===== src/design/cdr_pkg.sv =====
// ----------------------------------------------------------------------------
// cdr_pkg
// Shared codes, register indexes and types of the counter delta rate block.
// ----------------------------------------------------------------------------
`default_nettype none
package cdr_pkg;

    localparam logic [2:0] RC_OK          = 3'd0;
    localparam logic [2:0] RC_BAD_CONTEXT = 3'd1;
    localparam logic [2:0] RC_BAD_SAMPLES = 3'd2;
    localparam logic [2:0] RC_EPOCH       = 3'd3;
    localparam logic [2:0] RC_BAD_TIME    = 3'd4;
    localparam logic [2:0] RC_TOO_SHORT   = 3'd5;
    localparam logic [2:0] RC_GAP         = 3'd6;
    localparam logic [2:0] RC_RESET       = 3'd7;

    localparam logic [2:0] REG_MIN_INTERVAL  = 3'd0;
    localparam logic [2:0] REG_MAX_GAP       = 3'd1;
    localparam logic [2:0] REG_WRAP_ENABLE   = 3'd2;
    localparam logic [2:0] REG_WRAP_MODULUS  = 3'd3;
    localparam logic [2:0] REG_WRAP_MIN_PREV = 3'd4;
    localparam logic [2:0] REG_WRAP_MAX_CUR  = 3'd5;
    localparam logic [2:0] REG_RATE_ENABLE   = 3'd6;

    localparam logic [29:0] NS_PER_SEC = 30'd1000000000;

    typedef struct packed {
        logic [2:0]  code;
        logic [63:0] delta;
        logic [62:0] interval;
        logic        rate_en;
    } t_job;

endpackage
`default_nettype wire


===== src/design/cdr_fifo.sv =====
// ----------------------------------------------------------------------------
// cdr_fifo
// Two-entry queue that decouples the checking front from the rate back end.
// ----------------------------------------------------------------------------
`default_nettype none
module cdr_fifo (
    input  wire           i_clk,
    input  wire           i_rst_n,
    input  wire           i_wr_valid,
    output logic          o_wr_ready,
    input  cdr_pkg::t_job i_wr_job,
    output logic          o_rd_valid,
    input  wire           i_rd_ready,
    output cdr_pkg::t_job o_rd_job
);
    cdr_pkg::t_job r_mem [2];
    logic          r_wp, r_rp;
    logic [1:0]    r_cnt;
    logic          push, pop;

    assign o_wr_ready = r_cnt != 2'd2;
    assign o_rd_valid = r_cnt != 2'd0;
    assign o_rd_job   = r_mem[r_rp];
    assign push       = i_wr_valid && o_wr_ready;
    assign pop        = o_rd_valid && i_rd_ready;

    always_ff @(posedge i_clk) begin
        if (!i_rst_n) begin
            r_wp  <= 1'b0;
            r_rp  <= 1'b0;
            r_cnt <= 2'd0;
        end else begin
            if (push) r_wp <= ~r_wp;
            if (pop) r_rp <= ~r_rp;
            r_cnt <= r_cnt + {1'b0, push} - {1'b0, pop};
        end
    end

    always_ff @(posedge i_clk) begin
        if (push) r_mem[r_wp] <= i_wr_job;
    end

endmodule
`default_nettype wire


===== config.mk =====
export PLATFORM = sky130hd
export DESIGN_NAME = cdr_fifo
export DESIGN_NICKNAME = d
export VERILOG_FILES = /design/src/design/cdr_pkg.sv /design/src/design/cdr_fifo.sv
export SDC_FILE = /design/constraint.sdc
export NUM_CORES = 1
export LEC_CHECK = 0
export BUFFER_PORTS_ARGS = -buffer_cell sky130_fd_sc_hd__buf_2
export CORE_MARGIN = 2
export CORE_UTILIZATION = 40
export DETAILED_ROUTE_END_ITERATION = 10
export PLACE_DENSITY = 0.67
export SLEW_MARGIN = 40
export SYNTH_ARGS = -nofsm -noshare
export SYNTH_HDL_FRONTEND = slang
export SYNTH_SLANG_ARGS = --single-unit

===== constraint.sdc =====
create_clock -name i_clk -period 15.4 [get_ports i_clk]
set_clock_uncertainty 0.2 [all_clocks]
set_input_delay 2.31 -clock i_clk [delete_from_list [all_inputs] [get_ports i_clk]]
set_output_delay 2.31 -clock i_clk [all_outputs]
set_load 0.02 [all_outputs]

==> flow_summary.ini <==
[power]
irDropWorstVdd_v = 0.000106
p_comb_share_pct = 26.8
p_sw_share_pct = 28.5
seqPwrFrac_pct = 44.3
p_leak_uw = 0.00485
clockPowerShare_pct = 29.0
p_switching_uw = 610
p_int_uw = 1530
p_per_area_mw_per_mm2 = 170

[logic_synthesis]
ys.flop_type = edfxtp_1
synth_area_leaders = edfxtp_1, mux2_4, mux2_2
synth_top_cell_area_share_pct = 78.2
synth.cell_area_mm2 = 0.0101
synth_edf_count = 262
syn_nets = 569
synthCells = 432
synth_area_leader_cell = edfxtp_1
yosysSeqAreaShare_pct = 79.2
ys_async_sr_fraction_pct = 0
yosys_warnings = 0
synth-seq-cells = 267
syn_avg_cell_area_um2 = 23.3
synth_cell_types = 19

[cts]
cts_tree = built
cts_buffer_depth = 3
postCtsSetupBuffers = 0
clk_pin_slew_ns = 0.06
ctsHoldBuffers = 0
cts-root-buf = clkbuf_16
cts-resized-gates = 0
clk_latency_ns = 0.51
cts.sinks = 267
cts_made_buffers = 27
htree_levels = 1

[place]
io_buffers = 267
pre_cts_ws_ns = 10.63
globalplace.congestion = 0.737
dp_hpwl_um = 12200

[setup_path]
crit_type = reg2out
path_buf_inv = 2
r2r_setup_slack_ns = 12.84
arrival_ns = 2.46
cp_num_cells = 3
end_kind = output port
rr_worst_depth = 4
r2r_start = r_cnt[0]$_SDFF_PN0_
crit_slowest_cell = buf_4
crit_path_max_fanout = 43
critPathTopFamily = buffers and inverters
startpoint_type = flop
required_ns = 12.89
endpoint = o_rd_job[77]
worstReg2RegEnd = r_mem[1][39]$_DFFE_PP_
cpPeakStageDelay_ns = 0.72
worstPathCellList = buf_4, mux2_4, buf_2

[grt]
use_met2_pct = 23.7
top_usage_layer = met2
use_met1_pct = 15.8
grtUsageMet3_pct = 3.64
grt.total_usage_pct = 13.3
overflow = 0
grt_max_degree = 72
antenna_found_initial = 2
grt_pass1_wl_um = 27400
grt_pass1_vias = 5191

[worst_hold_path]
hp-class = reg2reg

[route]
post_drt_wl_per_cell_um = 17.2
vias = 4937
postRouteWirelength_um = 18400
dr.pass1.iters = 4
drc_errors = 0
ant_nets = 0
drt_iter0_markers = 222
vias_per_cell = 4.63

[floorplanning]
die_width_um = 163
die_area_mm2 = 0.0264
die_y_um = 163
io_pins = 268
num_rows = 58
start_util_pct = 40.3
core_area_mm2 = 0.0250

[timing]
setup_viol = 0
fmaxAchievable_ghz = 0.201
relSlewSlack_pct = 47.6
slew_viol_final = 0
tightestPinTransition_ns = 0.786
fin_ws_ns = 10.43
tns_ns = 0
rsz0062_at_grt = false
final.period_utilization_pct = 32.3
hold_viol_final = 0
finalCriticalPeriod_ns = 4.97

[outcome]
status = finished, final reports clean

[finish]
mostFrequentLayoutCells = buf_2, edfxtp_1, mux2_4, mux2_2, clkbuf_16
fin_nets = 856
nFillCells = 2068
final_common_cell = buf_2
layout-drive-gt1-share_pct = 60.4
syn2layout_area_growth_pct = 25.2
antenna_cells = 0

[flow_run]
cap_violations = 0
cells in the mapped netlist (all sizes together), types with 2 or more instances:
| master | n |
|---|---|
| and2 | 2 |
| buf | 15 |
| dfxtp | 5 |
| edfxtp | 262 |
| ha | 2 |
| mux2 | 131 |
| nand2 | 2 |
| nand2b | 2 |
| nor2b | 2 |
| xnor2 | 3 |
sequential cells by signal (all words and copies together), names as in the netlist, named ones only:
| signal | flops |
|---|---|
| r_cnt | 2 |
| r_mem | 262 |
| r_rp | 1 |
| r_wp | 1 |
worst register-to-register path, stage by stage, from the launching register on:
cell and delay, ns:
dfxtp_1 0.38, nand2b_1 0.21, and3_4 0.45, buf_12 0.30
buf_6 0.58
cell families after synthesis:
group	count (synthesis)	synth area share, %
multiplexers	132	18.1
flip-flops	267	79.2
AO/OA/AOI/OAI	1	0.0746
adder cells (fa/ha/maj)	2	0.249
buffers and inverters	16	1.50
XOR/XNOR	3	0.261
AND/OR/NAND/NOR	11	0.609
worst min path at each step:
stage	startpoint	endpoint	slack [ns]	cells past startpoint
4_1_cts	r_wp$_SDFFE_PN0N_	r_wp$_SDFFE_PN0N_	0.35	2
6_report	r_rp$_SDFFE_PN0P_	r_rp$_SDFFE_PN0P_	0.34	2
2_1_floorplan	r_wp$_SDFFE_PN0N_	r_wp$_SDFFE_PN0N_	0.25	2
3_3_place_gp	r_rp$_SDFFE_PN0P_	r_rp$_SDFFE_PN0P_	0.33	2
3_5_place_dp	r_rp$_SDFFE_PN0P_	r_rp$_SDFFE_PN0P_	0.33	2
5_1_grt	r_rp$_SDFFE_PN0P_	r_rp$_SDFFE_PN0P_	0.36	2
metal layers:
metal | wire length, um | part of all wire [%]
met5 | 8 | 0.043
met3 | 1450 | 7.9
met2 | 9400 | 51
met4 | 375 | 2.0
met1 | 7160 | 39
metrics by stage:
| stage | hold slack (ns) | utilization [%] | cells | instance area, um2 | power [uW] |
|---|---|---|---|---|---|
| after floorplan | 0.255 | - | 432 | 10100 | 1400 |
| after global placement | 0.325 | 46.9 | 1019 | 11700 | 1530 |
| after detailed placement | 0.334 | 47.0 | 1019 | 11700 | 1550 |
| after CTS | 0.350 | 50.4 | 1066 | 12600 | 2170 |
| after global routing | 0.363 | 50.5 | 1067 | 12600 | 2230 |
| final | 0.344 | 50.5 | 1067 | 12600 | 2140 |
power by group through the flow:
stage	Clock (uW)	Sequential, uW	Combinational (uW)
final	620	949	573
after global routing	665	958	610
after CTS	641	951	582
after detailed placement	0	966	580
after global placement	0	960	570
after floorplan	0	963	436
final cells by class:
cell class	instances	area (um2)	share of cell area, %
Multi-Input combinational cell	149	1960	15.5
Clock inverter	17	159	1.26
Clock buffer	30	687	5.45
Tap cell	330	413	3.28
Inverter	1	3.75	0.0298
Sequential cell	267	7970	63.3
Timing Repair Buffer	273	1410	11.2
(Power assumes the default switching activity.)
