## src/design/cdr_pkg.sv

```systemverilog
// ----------------------------------------------------------------------------
// cdr_pkg
// Shared codes, register indexes and types of the counter delta rate block.
// ----------------------------------------------------------------------------
`default_nettype none
package cdr_pkg;

    localparam logic [2:0] RC_OK          = 3'd0;
    localparam logic [2:0] RC_BAD_CONTEXT = 3'd1;
    localparam logic [2:0] RC_BAD_SAMPLES = 3'd2;
    localparam logic [2:0] RC_EPOCH       = 3'd3;
    localparam logic [2:0] RC_BAD_TIME    = 3'd4;
    localparam logic [2:0] RC_TOO_SHORT   = 3'd5;
    localparam logic [2:0] RC_GAP         = 3'd6;
    localparam logic [2:0] RC_RESET       = 3'd7;

    localparam logic [2:0] REG_MIN_INTERVAL  = 3'd0;
    localparam logic [2:0] REG_MAX_GAP       = 3'd1;
    localparam logic [2:0] REG_WRAP_ENABLE   = 3'd2;
    localparam logic [2:0] REG_WRAP_MODULUS  = 3'd3;
    localparam logic [2:0] REG_WRAP_MIN_PREV = 3'd4;
    localparam logic [2:0] REG_WRAP_MAX_CUR  = 3'd5;
    localparam logic [2:0] REG_RATE_ENABLE   = 3'd6;

    localparam logic [29:0] NS_PER_SEC = 30'd1000000000;

    typedef struct packed {
        logic [2:0]  code;
        logic [63:0] delta;
        logic [62:0] interval;
        logic        rate_en;
    } t_job;

endpackage
`default_nettype wire

```

## src/design/cdr_ifs.sv

```systemverilog
// ----------------------------------------------------------------------------
// cdr_ifs
// Channel interfaces of the counter delta rate block.
// ----------------------------------------------------------------------------
`default_nettype none
interface cdr_in_if;
    logic        valid;
    logic        ready;
    logic        context_ok;
    logic [62:0] eval_time;
    logic [62:0] first_time;
    logic [63:0] first_value;
    logic [31:0] first_epoch;
    logic        first_ok;
    logic [62:0] second_time;
    logic [63:0] second_value;
    logic [31:0] second_epoch;
    logic        second_ok;
    modport source (output valid, context_ok, eval_time, first_time, first_value,
                    first_epoch, first_ok, second_time, second_value, second_epoch,
                    second_ok, input ready);
    modport sink (input valid, context_ok, eval_time, first_time, first_value,
                  first_epoch, first_ok, second_time, second_value, second_epoch,
                  second_ok, output ready);
endinterface


interface cdr_cfg_if;
    logic        valid;
    logic        ready;
    logic [2:0]  index;
    logic [63:0] data;
    modport source (output valid, index, data, input ready);
    modport sink (input valid, index, data, output ready);
endinterface
`default_nettype wire

```

## src/design/cdr_front.sv

```systemverilog
// ----------------------------------------------------------------------------
// cdr_front
// Holds the configuration registers, orders the samples, runs the checks and
// forms the delta of each accepted transfer.
// ----------------------------------------------------------------------------
`default_nettype none
module cdr_front #(
    parameter int EPOCH_BITS = 32
) (
    input  wire           i_clk,
    input  wire           i_rst_n,
    cdr_in_if.sink        i_in,
    cdr_cfg_if.sink       i_cfg,
    input  wire           i_q_ready,
    output logic          o_q_valid,
    output cdr_pkg::t_job o_q_job
);
    localparam int EB = (EPOCH_BITS > 32) ? 32 : EPOCH_BITS;

    logic [62:0] r_min_interval, r_max_gap;
    logic        r_wrap_enable, r_rate_enable;
    logic [63:0] r_wrap_modulus, r_wrap_min_prev, r_wrap_max_cur;

    assign i_cfg.ready = 1'b1;

    always_ff @(posedge i_clk) begin
        if (!i_rst_n) begin
            r_min_interval  <= 63'd1;
            r_max_gap       <= {63{1'b1}};
            r_wrap_enable   <= 1'b0;
            r_wrap_modulus  <= 64'h1_0000_0000;
            r_wrap_min_prev <= 64'h8000_0000;
            r_wrap_max_cur  <= 64'h7FFF_FFFF;
            r_rate_enable   <= 1'b1;
        end else if (i_cfg.valid) begin
            unique case (i_cfg.index)
                cdr_pkg::REG_MIN_INTERVAL:  r_min_interval  <= i_cfg.data[62:0];
                cdr_pkg::REG_MAX_GAP:       r_max_gap       <= i_cfg.data[62:0];
                cdr_pkg::REG_WRAP_ENABLE:   r_wrap_enable   <= i_cfg.data[0];
                cdr_pkg::REG_WRAP_MODULUS:  r_wrap_modulus  <= i_cfg.data;
                cdr_pkg::REG_WRAP_MIN_PREV: r_wrap_min_prev <= i_cfg.data;
                cdr_pkg::REG_WRAP_MAX_CUR:  r_wrap_max_cur  <= i_cfg.data;
                cdr_pkg::REG_RATE_ENABLE:   r_rate_enable   <= i_cfg.data[0];
                default: ;
            endcase
        end
    end

    logic        swap;
    logic [62:0] t_old, t_new, interval;
    logic [63:0] v_old, v_new;

    assign swap     = i_in.second_time < i_in.first_time;
    assign t_old    = swap ? i_in.second_time : i_in.first_time;
    assign t_new    = swap ? i_in.first_time : i_in.second_time;
    assign v_old    = swap ? i_in.second_value : i_in.first_value;
    assign v_new    = swap ? i_in.first_value : i_in.second_value;
    assign interval = t_new - t_old;

    always_comb begin
        o_q_job.delta    = 64'd0;
        o_q_job.code     = cdr_pkg::RC_OK;
        o_q_job.interval = interval;
        o_q_job.rate_en  = r_rate_enable;
        priority if (!i_in.context_ok) begin
            o_q_job.code = cdr_pkg::RC_BAD_CONTEXT;
        end else if (!i_in.first_ok || !i_in.second_ok) begin
            o_q_job.code = cdr_pkg::RC_BAD_SAMPLES;
        end else if (i_in.first_epoch[EB-1:0] != i_in.second_epoch[EB-1:0]) begin
            o_q_job.code = cdr_pkg::RC_EPOCH;
        end else if (t_new <= t_old || i_in.eval_time < t_new) begin
            o_q_job.code = cdr_pkg::RC_BAD_TIME;
        end else if (interval < r_min_interval) begin
            o_q_job.code = cdr_pkg::RC_TOO_SHORT;
        end else if (interval > r_max_gap) begin
            o_q_job.code = cdr_pkg::RC_GAP;
        end else if (v_new >= v_old) begin
            o_q_job.delta = v_new - v_old;
        end else if (r_wrap_enable && v_old >= r_wrap_min_prev &&
                     v_old < r_wrap_modulus && v_new <= r_wrap_max_cur) begin
            o_q_job.delta = (r_wrap_modulus - v_old) + v_new;
        end else begin
            o_q_job.code = cdr_pkg::RC_RESET;
        end
    end

    assign o_q_valid  = i_in.valid;
    assign i_in.ready = i_q_ready;

endmodule
`default_nettype wire

```

## src/flat_wrapper.sv

```systemverilog
// flat-port wrapper written by rule: the top's interface ports become plain ports
module cdr_front_flat 
#(
    parameter int EPOCH_BITS = 32
)
  (i_clk, i_rst_n, i_q_ready, o_q_valid, o_q_job, i_in_valid, i_in_context_ok, i_in_eval_time, i_in_first_time, i_in_first_value, i_in_first_epoch, i_in_first_ok, i_in_second_time, i_in_second_value, i_in_second_epoch, i_in_second_ok, i_in_ready, i_cfg_valid, i_cfg_index, i_cfg_data, i_cfg_ready);
  cdr_in_if i_in_i ();
  cdr_cfg_if i_cfg_i ();
  input  wire i_clk;
  input  wire i_rst_n;
  input  wire i_q_ready;
  output logic o_q_valid;
  output cdr_pkg::t_job o_q_job;
  input wire logic [$bits(i_in_i.valid)-1:0] i_in_valid;
  input wire logic [$bits(i_in_i.context_ok)-1:0] i_in_context_ok;
  input wire logic [$bits(i_in_i.eval_time)-1:0] i_in_eval_time;
  input wire logic [$bits(i_in_i.first_time)-1:0] i_in_first_time;
  input wire logic [$bits(i_in_i.first_value)-1:0] i_in_first_value;
  input wire logic [$bits(i_in_i.first_epoch)-1:0] i_in_first_epoch;
  input wire logic [$bits(i_in_i.first_ok)-1:0] i_in_first_ok;
  input wire logic [$bits(i_in_i.second_time)-1:0] i_in_second_time;
  input wire logic [$bits(i_in_i.second_value)-1:0] i_in_second_value;
  input wire logic [$bits(i_in_i.second_epoch)-1:0] i_in_second_epoch;
  input wire logic [$bits(i_in_i.second_ok)-1:0] i_in_second_ok;
  output wire logic [$bits(i_in_i.ready)-1:0] i_in_ready;
  input wire logic [$bits(i_cfg_i.valid)-1:0] i_cfg_valid;
  input wire logic [$bits(i_cfg_i.index)-1:0] i_cfg_index;
  input wire logic [$bits(i_cfg_i.data)-1:0] i_cfg_data;
  output wire logic [$bits(i_cfg_i.ready)-1:0] i_cfg_ready;
  assign i_in_i.valid = i_in_valid;
  assign i_in_i.context_ok = i_in_context_ok;
  assign i_in_i.eval_time = i_in_eval_time;
  assign i_in_i.first_time = i_in_first_time;
  assign i_in_i.first_value = i_in_first_value;
  assign i_in_i.first_epoch = i_in_first_epoch;
  assign i_in_i.first_ok = i_in_first_ok;
  assign i_in_i.second_time = i_in_second_time;
  assign i_in_i.second_value = i_in_second_value;
  assign i_in_i.second_epoch = i_in_second_epoch;
  assign i_in_i.second_ok = i_in_second_ok;
  assign i_in_ready = i_in_i.ready;
  assign i_cfg_i.valid = i_cfg_valid;
  assign i_cfg_i.index = i_cfg_index;
  assign i_cfg_i.data = i_cfg_data;
  assign i_cfg_ready = i_cfg_i.ready;
  cdr_front #(.EPOCH_BITS(EPOCH_BITS)) u_core (.i_clk(i_clk), .i_rst_n(i_rst_n), .i_in(i_in_i), .i_cfg(i_cfg_i), .i_q_ready(i_q_ready), .o_q_valid(o_q_valid), .o_q_job(o_q_job));
endmodule
```

## config.mk

```make
export PLATFORM = sky130hd
export DESIGN_NAME = cdr_front_flat
export DESIGN_NICKNAME = d
export VERILOG_FILES = /design/src/design/cdr_pkg.sv /design/src/design/cdr_ifs.sv /design/src/design/cdr_front.sv /design/src/flat_wrapper.sv
export SDC_FILE = /design/constraint.sdc
export NUM_CORES = 2
export LEC_CHECK = 0
export ABC_AREA = 1
export BUFFER_PORTS_ARGS = -buffer_cell sky130_fd_sc_hd__buf_2
export CORE_UTILIZATION = 35
export DETAILED_ROUTE_END_ITERATION = 10
export SKIP_LAST_GASP = 1
export SLEW_MARGIN = 20
export SYNTH_ARGS = -nofsm -noshare
export SYNTH_HDL_FRONTEND = slang
export SYNTH_SLANG_ARGS = --single-unit
export TNS_END_PERCENT = 30
```

## constraint.sdc

```tcl
create_clock -name i_clk -period 9.4 [get_ports i_clk]
set_input_delay 1.41 -clock i_clk [delete_from_list [all_inputs] [get_ports i_clk]]
set_output_delay 1.41 -clock i_clk [all_outputs]
set_load 0.005 [all_outputs]
```

==> reports/metrics.yaml <==
critical-path-max-stage-delay_ns: 0.61
finClkSkew_ns: 0
area_growth_pct: 15.5
placeableCoreArea_sq_um: 113000
vdd_ir_drop_max_mv: 0.129
clk_transition_reported_paths_ns: 0.06
grt-ovfl-total: 0
synth_top_flop_cell: "dfxtp_1"
drt_first_iter_violations: 3267
die-height_microns: 340
relSlewSlack_pct: 28.0
synth_seq_cells: 320
cts_hold_buffers: 0
timing.critical_path.max_delay_family: "compound AO/OA/AOI/OAI gates"
power_per_cell_area_nw_per_um2: 138
synth-warning-count: 0
synth-seq-area-share_pct: 16.0
maxCapViolCount: 0
detail_route.wl_per_cell_microns: 19.7
internal_power_mw: 3.37
nNetsFinal: 8136
maximum_buffer_depth_of_the_clock_tree: 3
cp_common_cell: "nand2_1"
final_slew_violations: 0
post_synthesis_cell_type_count: 61
globalplace.congestion: 1.10
routed-wl-met3_microns: 10500
clock_latency_ns: 0.61
count_of_filler_cells_inserted_in_the_layout: 12400
worstSetupStartpointType: "input port"
floorplan.die_area_sq_um: 116000
post_synth_main_area_contributors: "ha_1, dfxtp_1, nand2_1, inv_1, o21ai_0"
port_buffers: 584
placement.cell_area_sq_um: 44800
wirelength_met1_microns: 75900
leakagePower_nw: 23.0
grt_max_degree: 131
min-delay-path-class: "flip-flop to flip-flop"
die_width_microns: 340
setup_repair_after_global_routing_missed_its_margin: "true"
worst-path-max-fanout: 20
run_status: "finished, final reports clean"
io-pin-count: 590
path_class: "input port to output port"
critical-path-slowest-cell: "xor2_1"
number_of_instances_in_the_synthesized_netlist: 6561
global_route_wire_length_before_repair_microns: 249000
ant_nets: 0
finish_stage_setup_viols: 0
worst-endpoint-required_ns: 7.99
synth.most_common_cell: "nand2_1"
initial_core_util_pct: 35.4
synth_edf_count: 0
placement_rows: 123
fraction_of_power_spent_switching_nets_pct: 47.0
first_global_vias: 42200
cts_root_buffer: "clkbuf_16"
via_per_inst: 5.26
layout-drive-gt1-share_pct: 11.9
count_of_tritonroute_iterations_in_the_first_routing_pass: 8
route.met2.wl_microns: 74700
cts.sink_count: 320
final-hold-violation-count: 0
final_min_period_over_clock_period_pct: 98.1
netlist_area_sq_um: 40000
htreeDepth: 1
post-route-drc-count: 0
cts_buffers: 31
groute.usage.overall_pct: 28.1
totalPowerFinal_mw: 6.36
worstMarginPinSlew_ns: 1.07
power.share.combinational_pct: 57.0
buffer_and_inverter_count_on_the_worst_path: 10
synth_top_area_share_pct: 17.8
switchingPower_mw: 2.99
end_kind: "output port"
cts_tree: "built"
crit_arrival_ns: 7.81
syn_nets: 7588
stdcell_area_sq_um: 46200
pwr-share-seq_pct: 22.4
avgSynthCellArea_sq_um: 6.10
dp_hpwl_microns: 146000
synth.top_cells.by_count: "nand2_1, inv_1, o21ai_0"
yosys.area.top_type: "ha_1"
top_layer: "met5"
antenna_found_initial: 10
period_needed_ns: 9.22
share_clk_of_total_power_pct: 20.5
max_clock_freq_ghz: 0.108
synth_async_sr_flop_share_pct: 0
routed_wirelength_microns: 171000
vias: 45400
layout by cell type (no fill, tap or decap), types with 11 or more instances in the layout:
master     count
o211ai_1     126
clkbuf_16     32
inv_2         15
nand2_2       15
a211oi_1      31
xor2_1       160
buf_2        583
nand2_1     1413
nor2_1       570
nor3_1        59
nor4_1        26
a21oi_1      639
o221ai_1      22
inv_1       1124
buf_4         90
nand3b_1      15
o21ai_1       75
ha_1         563
nand4_1       65
o21bai_1      23
xnor2_1       52
o21ai_0      628
a31oi_1       36
o21a_1        35
nor2_2        15
dfxtp_1      320
nand3_1      227
buf_12        11
a21boi_0      11
a21o_1        19
logic make-up after synthesis:
logic type               count (synthesis)  share of synthesized area, %
AND/OR/NAND/NOR                       2444                          25.1
AO/OA/AOI/OAI                         1689                          23.3
buffers and inverters                 1318                          12.9
adder cells (fa/ha/maj)                571                          17.9
flip-flops                             320                          16.0
XOR/XNOR                               218                          4.77
other                                    1                       0.00938
stage by stage:
stage / TNS, ns / utilization (%) / hold WS, ns / setup WS (ns) / std cells
6_report: 0 / 40.9 / 0.459 / 0.177 / 8641
5_1_grt: 0 / 40.9 / 0.482 / 0.00991 / 8635
4_1_cts: 0 / 40.6 / 0.464 / 0.0210 / 8615
3_5_place_dp: -33.62 / 39.6 / 0.454 / -0.583 / 8560
3_3_place_gp: -32.86 / 39.6 / 0.448 / -0.544 / 8560
2_1_floorplan: 0 / - / 0.429 / 1.37 / 6561
flip-flops by register name, summed over array words and instances (netlist names):
| name | cells |
|---|---|
| u_core.r_wrap_enable | 1 |
| u_core.r_min_interval | 63 |
| u_core.r_rate_enable | 1 |
| u_core.r_max_gap | 63 |
| u_core.r_wrap_min_prev | 64 |
| u_core.r_wrap_modulus | 64 |
| u_core.r_wrap_max_cur | 64 |
area by class of cell:
class	instances	area, sq um	share of cell area, %
inverter	1142	4290	9.29
antenna	10	25.0	0.0542
multi-input combinational	4925	28700	62.0
clock buffer	45	898	1.94
sequential	320	6410	13.9
tap	1500	1880	4.06
timing repair buffer	689	3900	8.44
clock inverter	10	135	0.292
tightest hold or removal path, cell delays in order (launching register included):
cell and delay (ns):
dfxtp_1 0.30, inv_1 0.06, a21oi_1 0.06
per-layer routing:
metal	GRT usage, %	up-vias
met2	45.4	1637
met5	0	-
li1	-	22800
met4	13.8	2
met1	37.5	20700
met3	2.35	342
power by group through the flow:
| stage | clock, mW | combinational [mW] | sequential, mW |
|---|---|---|---|
| after global placement | 0 | 3.47 | 1.46 |
| after CTS | 1.35 | 3.53 | 1.43 |
| after floorplan | 0 | 2.22 | 1.45 |
| after detailed placement | 0 | 3.50 | 1.46 |
| final | 1.31 | 3.62 | 1.43 |
| after global routing | 1.40 | 4.00 | 1.43 |
path summary, 6_finish.rpt:
kind | cells past startpoint | slack, ns | endpoint | start
hold reg to reg | 2 | 0.46 | u_core.r_wrap_min_prev[34] | u_core.r_wrap_min_prev[34]
hold / removal | 2 | 0.46 | u_core.r_wrap_min_prev[34] | u_core.r_wrap_min_prev[34]
setup / recovery | 36 | 0.18 | o_q_job[116] | i_in_first_time[62]
setup reg to reg | 2 | 8.62 | u_core.r_wrap_modulus[48] | u_core.r_wrap_modulus[48]
repair_timing:
item / 4_1_cts / 5_1_grt
setup endpoints to repair: 67 / 66
gates resized for setup: 7 / 54
gates cloned: 0 / 4
buffers inserted: 0 / 12
pin swaps: 0 / 11
(Power assumes the default switching activity.)
